### src/hw/rtl/ppmfd_pkg.sv
// ============================================================================
// ppmfd_pkg - shared types and constants of the PPM frame decoder
// Register codes, reset values, sequencer states and the scaler handshake.
// ============================================================================
`timescale 1ns / 1ps
`default_nettype none

package ppmfd_pkg;

    localparam int KEPT_CHANNELS_DEF = 4;
    localparam int FRAME_PULSES_DEF  = 8;
    localparam int OUT_FIELDS        = 4;
    localparam int COUNT_W           = 16;
    localparam int CHAN_W            = 8;
    localparam int STEP_CNT_W        = $clog2(CHAN_W);
    localparam int CFG_IDX_W         = 2;

    localparam logic [CFG_IDX_W-1:0] REG_GAP_LIMIT  = 2'd0;
    localparam logic [CFG_IDX_W-1:0] REG_COUNT_LOW  = 2'd1;
    localparam logic [CFG_IDX_W-1:0] REG_COUNT_HIGH = 2'd2;

    localparam logic [COUNT_W-1:0] GAP_LIMIT_RST  = 16'd3000;
    localparam logic [COUNT_W-1:0] COUNT_LOW_RST  = 16'd7;
    localparam logic [COUNT_W-1:0] COUNT_HIGH_RST = 16'd12;

    typedef enum logic [1:0] {
        ST_IDLE,
        ST_LOAD,
        ST_WAIT,
        ST_FLUSH
    } state_t;

    typedef struct packed {
        logic               start;
        logic [COUNT_W-1:0] count;
        logic [COUNT_W-1:0] low;
        logic [COUNT_W-1:0] high;
    } scale_req_t;

    typedef struct packed {
        logic              done;
        logic [CHAN_W-1:0] value;
    } scale_rsp_t;

endpackage

`default_nettype wire

### src/hw/rtl/ppmfd_scale.sv
// ============================================================================
// ppmfd_scale - iterative channel scaler
// Maps one inverted count to 0..255 with one restoring-division step per cycle.
// ============================================================================
`timescale 1ns / 1ps
`default_nettype none

module ppmfd_scale
(
    input  wire logic                  clk,
    input  wire logic                  rst_n,
    input  wire ppmfd_pkg::scale_req_t req,
    output ppmfd_pkg::scale_rsp_t      rsp
);

    logic                                busy_reg, busy_next;
    logic                                done_reg, done_next;
    logic [ppmfd_pkg::STEP_CNT_W-1:0]    cnt_reg, cnt_next;
    logic [ppmfd_pkg::COUNT_W-1:0]       rem_reg, rem_next;
    logic [ppmfd_pkg::COUNT_W-1:0]       den_reg, den_next;
    logic [ppmfd_pkg::CHAN_W-1:0]        quot_reg, quot_next;

    logic [ppmfd_pkg::COUNT_W-1:0]       inv;
    logic [ppmfd_pkg::COUNT_W:0]         num_ext;
    logic [ppmfd_pkg::COUNT_W:0]         den_ext;
    logic [ppmfd_pkg::COUNT_W:0]         rem_dbl;
    logic [ppmfd_pkg::COUNT_W:0]         rem_sub;
    logic                                ge;

    assign inv     = ~req.count;
    assign num_ext = {1'b0, inv} - {1'b0, req.low};
    assign den_ext = {1'b0, req.high} - {1'b0, req.low};
    assign rem_dbl = {rem_reg, 1'b0};
    assign ge      = rem_dbl >= {1'b0, den_reg};
    assign rem_sub = rem_dbl - {1'b0, den_reg};

    always_comb
    begin
        busy_next = busy_reg;
        done_next = 1'b0;
        cnt_next  = cnt_reg;
        rem_next  = rem_reg;
        den_next  = den_reg;
        quot_next = quot_reg;
        if (req.start)
        begin
            if (num_ext[ppmfd_pkg::COUNT_W] || (num_ext == '0) ||
                den_ext[ppmfd_pkg::COUNT_W] || (den_ext == '0))
            begin
                quot_next = '0;
                done_next = 1'b1;
                busy_next = 1'b0;
            end
            else if (num_ext[ppmfd_pkg::COUNT_W-1:0] >= den_ext[ppmfd_pkg::COUNT_W-1:0])
            begin
                quot_next = '1;
                done_next = 1'b1;
                busy_next = 1'b0;
            end
            else
            begin
                rem_next  = num_ext[ppmfd_pkg::COUNT_W-1:0];
                den_next  = den_ext[ppmfd_pkg::COUNT_W-1:0];
                quot_next = '0;
                cnt_next  = '0;
                busy_next = 1'b1;
            end
        end
        else if (busy_reg)
        begin
            rem_next  = ge ? rem_sub[ppmfd_pkg::COUNT_W-1:0]
                           : rem_dbl[ppmfd_pkg::COUNT_W-1:0];
            quot_next = {quot_reg[ppmfd_pkg::CHAN_W-2:0], ge};
            cnt_next  = cnt_reg + 1'b1;
            if (cnt_reg == '1)
            begin
                busy_next = 1'b0;
                done_next = 1'b1;
            end
        end
    end

    always_ff @(posedge clk or negedge rst_n)
    begin
        if (!rst_n)
        begin
            busy_reg <= 1'b0;
            done_reg <= 1'b0;
            cnt_reg  <= '0;
        end
        else
        begin
            busy_reg <= busy_next;
            done_reg <= done_next;
            cnt_reg  <= cnt_next;
        end
    end

    always_ff @(posedge clk)
    begin
        rem_reg  <= rem_next;
        den_reg  <= den_next;
        quot_reg <= quot_next;
    end

    assign rsp.done  = done_reg;
    assign rsp.value = quot_reg;

    property p_start_idle;
        @(posedge clk) disable iff (!rst_n) req.start |-> !busy_reg;
    endproperty
    a_start_idle: assert property (p_start_idle)
        else $error("scaler started while busy");

endmodule

`default_nettype wire

### src/hw/rtl/ppm_frame_decoder_top.sv
// ============================================================================
// ppm_frame_decoder_top - PPM frame decoder
// Tracks pulse slots, keeps the first channels and scales them at frame end.
// ============================================================================
// channel   dir  payload                                 handshake
// s_axis    in   pulse_count, gap_us                     s_tvalid / s_tready
// m_axis    out  chan_a, chan_b, chan_c, chan_d          m_tvalid / m_tready
// cfg       in   cfg_index, cfg_data                     cfg_valid / cfg_ready
//
// A pulse that does not end a frame is accepted without holding the input.
// A frame-ending pulse holds the input while the shared scaler handles each
// kept channel in turn, a clamped value without division steps and a divided
// one bit by bit; then the flush state loads the output register.
// The load also waits while an earlier result still sits in the output register.
// Reset clears slot position and registers; stored counts are not cleared.
// ============================================================================
`timescale 1ns / 1ps
`default_nettype none

module ppm_frame_decoder_top
#(
    parameter int KEPT_CHANNELS = ppmfd_pkg::KEPT_CHANNELS_DEF,
    parameter int FRAME_PULSES  = ppmfd_pkg::FRAME_PULSES_DEF
)
(
    input  wire logic                              clk,
    input  wire logic                              rst_n,
    input  wire logic                              s_tvalid,
    output logic                                   s_tready,
    input  wire logic [31:0]                       s_tdata,   // pulse_count, gap_us
    output logic                                   m_tvalid,
    input  wire logic                              m_tready,
    output logic [31:0]                            m_tdata,   // chan_a, chan_b, chan_c, chan_d
    input  wire logic                              cfg_valid,
    output logic                                   cfg_ready,
    input  wire logic [ppmfd_pkg::CFG_IDX_W-1:0]   cfg_index,
    input  wire logic [ppmfd_pkg::COUNT_W-1:0]     cfg_data
);

    localparam int SLOT_W  = $clog2(FRAME_PULSES);
    localparam int STORE_N = (KEPT_CHANNELS < ppmfd_pkg::OUT_FIELDS) ? KEPT_CHANNELS
                                                                     : ppmfd_pkg::OUT_FIELDS;
    localparam int CH_W    = (STORE_N > 1) ? $clog2(STORE_N) : 1;
    localparam int IDX_W   = (SLOT_W > CH_W) ? SLOT_W : CH_W;

    ppmfd_pkg::state_t                     state_reg, state_next;
    logic [SLOT_W-1:0]                     slot_reg, slot_next;
    logic [CH_W-1:0]                       ch_reg, ch_next;
    logic                                  m_tvalid_reg;
    logic [31:0]                           m_tdata_reg;
    logic [ppmfd_pkg::COUNT_W-1:0]         gap_limit_reg;
    logic [ppmfd_pkg::COUNT_W-1:0]         count_low_reg;
    logic [ppmfd_pkg::COUNT_W-1:0]         count_high_reg;
    logic [ppmfd_pkg::COUNT_W-1:0]         raw_store [0:STORE_N-1];
    logic [ppmfd_pkg::CHAN_W-1:0]          res_reg [0:STORE_N-1];

    logic [ppmfd_pkg::COUNT_W-1:0]         pulse_count;
    logic [ppmfd_pkg::COUNT_W-1:0]         gap_us;
    logic                                  accept;
    logic [SLOT_W-1:0]                     slot_eff;
    logic [IDX_W-1:0]                      slot_ext;
    logic                                  frame_end;
    logic                                  ch_last;
    logic                                  load_out;
    logic [31:0]                           chan_pack;
    ppmfd_pkg::scale_req_t                 scale_req;
    ppmfd_pkg::scale_rsp_t                 scale_rsp;

    assign pulse_count = s_tdata[15:0];
    assign gap_us      = s_tdata[31:16];
    assign accept      = s_tvalid && s_tready;
    assign slot_eff    = (gap_us > gap_limit_reg) ? '0 : slot_reg;
    assign slot_ext    = IDX_W'(slot_eff);
    assign frame_end   = slot_eff == SLOT_W'(FRAME_PULSES - 1);
    assign slot_next   = frame_end ? '0 : slot_eff + 1'b1;
    assign ch_last     = ch_reg == CH_W'(STORE_N - 1);
    assign cfg_ready   = 1'b1;

    // next state
    always_comb
    begin
        state_next = state_reg;
        unique case (state_reg)
            ppmfd_pkg::ST_IDLE:
                if (accept && frame_end)
                    state_next = ppmfd_pkg::ST_LOAD;
            ppmfd_pkg::ST_LOAD:
                state_next = ppmfd_pkg::ST_WAIT;
            ppmfd_pkg::ST_WAIT:
                if (scale_rsp.done)
                    state_next = ch_last ? ppmfd_pkg::ST_FLUSH : ppmfd_pkg::ST_LOAD;
            ppmfd_pkg::ST_FLUSH:
                if (load_out)
                    state_next = ppmfd_pkg::ST_IDLE;
            default:
                state_next = ppmfd_pkg::ST_IDLE;
        endcase
    end

    // outputs
    always_comb
    begin
        s_tready        = 1'b0;
        load_out        = 1'b0;
        scale_req.start = 1'b0;
        scale_req.count = raw_store[ch_reg];
        scale_req.low   = count_low_reg;
        scale_req.high  = count_high_reg;
        ch_next         = ch_reg;
        unique case (state_reg)
            ppmfd_pkg::ST_IDLE:
            begin
                s_tready = 1'b1;
                ch_next  = '0;
            end
            ppmfd_pkg::ST_LOAD:
                scale_req.start = 1'b1;
            ppmfd_pkg::ST_WAIT:
                if (scale_rsp.done && !ch_last)
                    ch_next = ch_reg + 1'b1;
            ppmfd_pkg::ST_FLUSH:
                load_out = !m_tvalid_reg || m_tready;
            default:
                ch_next = '0;
        endcase
    end

    ppmfd_scale u_scale
    (
        .clk   (clk),
        .rst_n (rst_n),
        .req   (scale_req),
        .rsp   (scale_rsp)
    );

    always_ff @(posedge clk or negedge rst_n)
    begin
        if (!rst_n)
        begin
            state_reg      <= ppmfd_pkg::ST_IDLE;
            slot_reg       <= '0;
            ch_reg         <= '0;
            m_tvalid_reg   <= 1'b0;
            gap_limit_reg  <= ppmfd_pkg::GAP_LIMIT_RST;
            count_low_reg  <= ppmfd_pkg::COUNT_LOW_RST;
            count_high_reg <= ppmfd_pkg::COUNT_HIGH_RST;
        end
        else
        begin
            state_reg <= state_next;
            ch_reg    <= ch_next;
            if (accept)
                slot_reg <= slot_next;
            if (load_out)
                m_tvalid_reg <= 1'b1;
            else if (m_tready)
                m_tvalid_reg <= 1'b0;
            if (cfg_valid && cfg_ready)
            begin
                unique case (cfg_index)
                    ppmfd_pkg::REG_GAP_LIMIT:  gap_limit_reg  <= cfg_data;
                    ppmfd_pkg::REG_COUNT_LOW:  count_low_reg  <= cfg_data;
                    ppmfd_pkg::REG_COUNT_HIGH: count_high_reg <= cfg_data;
                    default:                   ;
                endcase
            end
        end
    end

    genvar k;
    generate
        for (k = 0; k < STORE_N; k++)
        begin : g_store
            always_ff @(posedge clk)
            begin
                if (accept && (slot_ext == IDX_W'(k)))
                    raw_store[k] <= pulse_count;
                if ((state_reg == ppmfd_pkg::ST_WAIT) && scale_rsp.done &&
                    (ch_reg == CH_W'(k)))
                    res_reg[k] <= scale_rsp.value;
            end
        end
        for (k = 0; k < ppmfd_pkg::OUT_FIELDS; k++)
        begin : g_pack
            if (k < STORE_N)
            begin : g_kept
                assign chan_pack[k*ppmfd_pkg::CHAN_W +: ppmfd_pkg::CHAN_W] = res_reg[k];
            end
            else
            begin : g_zero
                assign chan_pack[k*ppmfd_pkg::CHAN_W +: ppmfd_pkg::CHAN_W] = '0;
            end
        end
    endgenerate

    always_ff @(posedge clk)
    begin
        if (load_out)
            m_tdata_reg <= chan_pack;
    end

    assign m_tvalid = m_tvalid_reg;
    assign m_tdata  = m_tdata_reg;

    property p_slot_range;
        @(posedge clk) disable iff (!rst_n) slot_reg <= SLOT_W'(FRAME_PULSES - 1);
    endproperty
    a_slot_range: assert property (p_slot_range)
        else $error("slot position beyond frame length");

    property p_accept_next;
        @(posedge clk) disable iff (!rst_n)
            accept |=> (state_reg == ppmfd_pkg::ST_IDLE) || (state_reg == ppmfd_pkg::ST_LOAD);
    endproperty
    a_accept_next: assert property (p_accept_next)
        else $error("unexpected state after accepted item");

    property p_done_wait;
        @(posedge clk) disable iff (!rst_n) scale_rsp.done |-> state_reg == ppmfd_pkg::ST_WAIT;
    endproperty
    a_done_wait: assert property (p_done_wait)
        else $error("scaler finished outside wait state");

    property p_valid_from_flush;
        @(posedge clk) disable iff (!rst_n)
            $rose(m_tvalid_reg) |-> $past(state_reg == ppmfd_pkg::ST_FLUSH);
    endproperty
    a_valid_from_flush: assert property (p_valid_from_flush)
        else $error("result raised without flush");

endmodule

`default_nettype wire

### config.mk
export PLATFORM = sky130hd
export DESIGN_NAME = ppm_frame_decoder_top
export DESIGN_NICKNAME = d
export VERILOG_FILES = /design/src/hw/rtl/ppmfd_pkg.sv /design/src/hw/rtl/ppmfd_scale.sv /design/src/hw/rtl/ppm_frame_decoder_top.sv
export SDC_FILE = /design/constraint.sdc
export NUM_CORES = 1
export LEC_CHECK = 0
export BUFFER_PORTS_ARGS = -buffer_cell sky130_fd_sc_hd__buf_2
export CORE_MARGIN = 4
export CORE_UTILIZATION = 50
export CTS_CLUSTER_DIAMETER = 100
export DETAILED_ROUTE_END_ITERATION = 8
export HOLD_SLACK_MARGIN = 0.03
export PLACE_DENSITY = 0.68
export SETUP_SLACK_MARGIN = 0.2
export SLEW_MARGIN = 15
export SYNTH_ARGS = -nofsm -noshare
export SYNTH_HDL_FRONTEND = slang
export SYNTH_SLANG_ARGS = --single-unit
export TNS_END_PERCENT = 50
### constraint.sdc
create_clock -name clk -period 15.7 [get_ports clk]
set_input_delay 0.785 -clock clk [delete_from_list [all_inputs] [get_ports clk]]
set_output_delay 0.785 -clock clk [all_outputs]
set_load 0.02 [all_outputs]
==> results_dict.tcl <==
set metrics [dict create \
    status "finished clean" \
    num_vias 7476 \
    netlist_instances 956 \
    crit_type "flop to flop" \
    max-vdd-ir-drop_mv 0.0818 \
    seq_area_frac_synth_pct 56.4 \
    grt_setup_unrepaired "no" \
    clk_path_buf_depth 3 \
    post_cts_resized 0 \
    top_usage_layer "met2" \
    dp_cells 1341 \
    critical_path_required_ns 15.86 \
    syn_avg_cell_area_um2 12.2 \
    grt_first_pass_wirelength_um 38200 \
    final_antenna_net_count 0 \
    crit_path_max_fanout 22 \
    syn-cell-area_mm2 0.0117 \
    synth_ff_type "edfxtp_1" \
    switching_share_pct 33.5 \
    cts.sinks 229 \
    h-tree-depth 1 \
    crit_start "ch_reg[1]" \
    fin_worst_skew_ns 0.00812 \
    use_met2_pct 30.5 \
    cp_common_cell "a21oi_1" \
    fin_crit_ns 5.76 \
    grt.overflow.total 0 \
    synth_cell_types 68 \
    instances_no_fill 1387 \
    r2r_start "ch_reg[1]" \
    grtUsageTotal_pct 18.0 \
    rows 55 \
    power-per-cell-area_mw_per_mm2 160 \
    setup_violations 0 \
    ys_ff_latch 229 \
    slew_headroom_pct 35.9 \
    die-area_mm2 0.0259 \
    ys_async_sr_fraction_pct 26.6 \
    combPwrFrac_pct 34.6 \
    io_pins 90 \
    p_leak_nw 5.53 \
    hold_viol_final 0 \
    endpoint_kind "flop" \
    power.clock.fraction_pct 27.4 \
    via_per_inst 5.39 \
    crit_path_max_incr_delay_ns 0.86 \
    timing.fmax_mhz 174 \
    num_antenna_cells 0 \
    slowest_stage "dfrtp_1" \
    cp_top_family "compound AO/OA/AOI/OAI gates" \
    drc 0 \
    cts_inserted_buffers 25 \
    post-cts-setup-buffer-count 0 \
    tightestPinTransition_ns 0.959 \
    fin_crit_sh_pct 36.7 \
    grt_use_met1_pct 24.1 \
    wire_per_inst_um 16.8 \
    die_x_um 161 \
    clkTransAtPathRegs_ns 0.06 \
    clockRootBuffer "clkbuf_16" \
    initial_utilization_pct 51.3 \
    crit_path_start_kind "flop" \
    synth-edff-count 168 \
    crit_chain "mux4_2, ha_1, fa_1, nand2b_1, a21oi_1, o21ai_0, a21oi_1, nor2_1, xor2_1, inv_1, ha_1, a21o_1, a21oi_1, o21ai_0, a21oi_1, and3_1, a21o_1" \
    largest_reg_flops 64 \
    area_delta_synth_final_pct 14.1 \
    fillers 1841 \
    core_area_mm2 0.0228 \
    fin_nets 1205 \
    switchingPower_mw 0.714 \
    seqCellArea_mm2 0.00659 \
    grt_pass1_vias 7497 \
    multi_input_area_mm2 0.00464 \
    pwr-share-seq_pct 38.1 \
    io_buffers 88 \
    cts_tree "built" \
    synth_nets 1106 \
    antenna_found_initial 0 \
    slew_violations 0 \
    globalplace.congestion 0.890 \
    hpwl_um 17000 \
    power.internal_mw 1.42 \
    grt_use_met3_pct 2.59 \
    worstHoldPathType "flop to flop" \
    drv_cap 0 \
    drt_pass1_iterations 5 \
    grt_max_degree 62 \
    worstSkewPairLatency_ns 0.53 \
    setup_tns_ns 0 \
    synth_warnings 0 \
    path_buf_inv 1 \
    hold_start "res_reg[3][0]" \
    drive_gt1_share_pct 19.6 \
    hold_buffers 0 \
    drt_iter0_drc 418 \
    die_h_um 161 \
    cp.arrival_ns 5.91 \
    finalWirelength_um 23200 \
]
[cell families (layout without fill, tap and decap cells)]
family,count (synthesis),in the layout,synth area share [%]
AOI/OAI and AO/OA,205,205,11.2
xor gates and xnor gates,32,32,2.40
adders and majority gates,95,95,10.4
buffers and inverters,123,241,4.09
DFF,229,229,56.4
muxes,51,51,6.45
other,1,1,0.0321
and+or+nand+nor,220,220,9.00
[per-stage QoR]
| stage | power [mW] | worst slack [ns] | utilization, % | hold WS (ns) | area (µm²) |
|---|---|---|---|---|---|
| after floorplan | 1.36 | 10.27 | - | 0.400 | 11700 |
| after global placement | 1.53 | 10.16 | 54.9 | 0.401 | 12500 |
| after detailed placement | 1.55 | 9.97 | 54.9 | 0.405 | 12500 |
| after CTS | 2.14 | 9.90 | 58.5 | 0.418 | 13300 |
| after global routing | 2.28 | 9.46 | 58.5 | 0.424 | 13300 |
| final | 2.13 | 9.94 | 58.5 | 0.416 | 13300 |
[area by class of cell]
cell class | instances | area share (%)
repair buffers | 97 | 3.81
clock inverters | 13 | 1.15
multi-input cells | 604 | 34.8
inverters | 98 | 2.76
flip-flops and latches | 229 | 49.4
clock buffers | 33 | 5.08
well taps | 313 | 2.94
[layout by cell type, fill, tap and decap left out, types with 9 or more instances in the layout]
master,instances
clkbuf_16,26
nand2_1,82
nand4_1,11
inv_1,97
mux2_2,34
xor2_1,13
a21o_1,27
nor2_1,46
nand2b_1,10
and2_1,11
o21ai_0,43
dfstp_2,12
dfrtp_1,49
nand3_1,20
a21oi_1,67
buf_4,9
mux4_2,16
ha_1,92
o21a_1,9
edfxtp_1,168
xnor2_1,19
buf_2,88
[Yosys cell counts, drive strengths merged (2+ instances only)]
cell type	number	area, µm²
a31oi	2	12.5
nand2	82	308
nor3	7	35.0
nand3	20	100
o21a	9	67.6
or2	2	12.5
dfstp	12	315
inv	98	368
nand2b	10	62.6
o21bai	4	30.0
mux4	16	360
a21oi	68	344
o2111ai	5	43.8
nor3b	2	15.0
xor2	13	114
nand3b	4	30.0
a211o	2	17.5
nor2b	8	50.1
nor2	46	173
edfxtp	168	5040
o31a	3	26.3
mux2	34	383
fa	3	60.1
buf	7	42.5
nand4	11	68.8
a21o	27	203
a22oi	2	15.0
and2	11	68.8
and3	3	18.8
xnor2	19	166
a2111oi	3	26.3
dfrtp	49	1230
nor4	3	18.8
o211ai	8	65.1
nand4b	3	26.3
o21ai	48	240
or3	2	12.5
o31ai	3	27.5
a41oi	3	33.8
ha	92	1150
a211oi	8	60.1
or4	2	15.0
clkbuf	18	67.6
[metal layers]
metal	up-vias	wire length, µm	part of all wire (%)
li1	3685	-	-
met1	3547	10200	44
met2	207	11100	48
met3	37	1230	5.3
met4	0	737	3.2
met5	-	0	0
[final timing paths]
kind / endpoint / slack (ns) / cells after the start
max in group asynchronous: slot_reg[1] / 14.73 / 2
max reg2reg: u_scale.rem_reg[9] / 9.94 / 17
min in group asynchronous: gap_limit_reg[6] / 0.43 / 2
min reg2reg: m_tdata[24] / 0.42 / 0
min: m_tdata[24] / 0.42 / 0
max: u_scale.rem_reg[9] / 9.94 / 17
[power groups by stage]
| stage | combinational (mW) | sequential, mW | clock [mW] |
|---|---|---|---|
| floorplan | 0.550 | 0.807 | 0 |
| global placement | 0.709 | 0.821 | 0 |
| detailed placement | 0.723 | 0.825 | 0 |
| CTS | 0.735 | 0.813 | 0.596 |
| global route | 0.833 | 0.822 | 0.626 |
| finish | 0.737 | 0.812 | 0.584 |
Power figures use the tool's default switching activity.
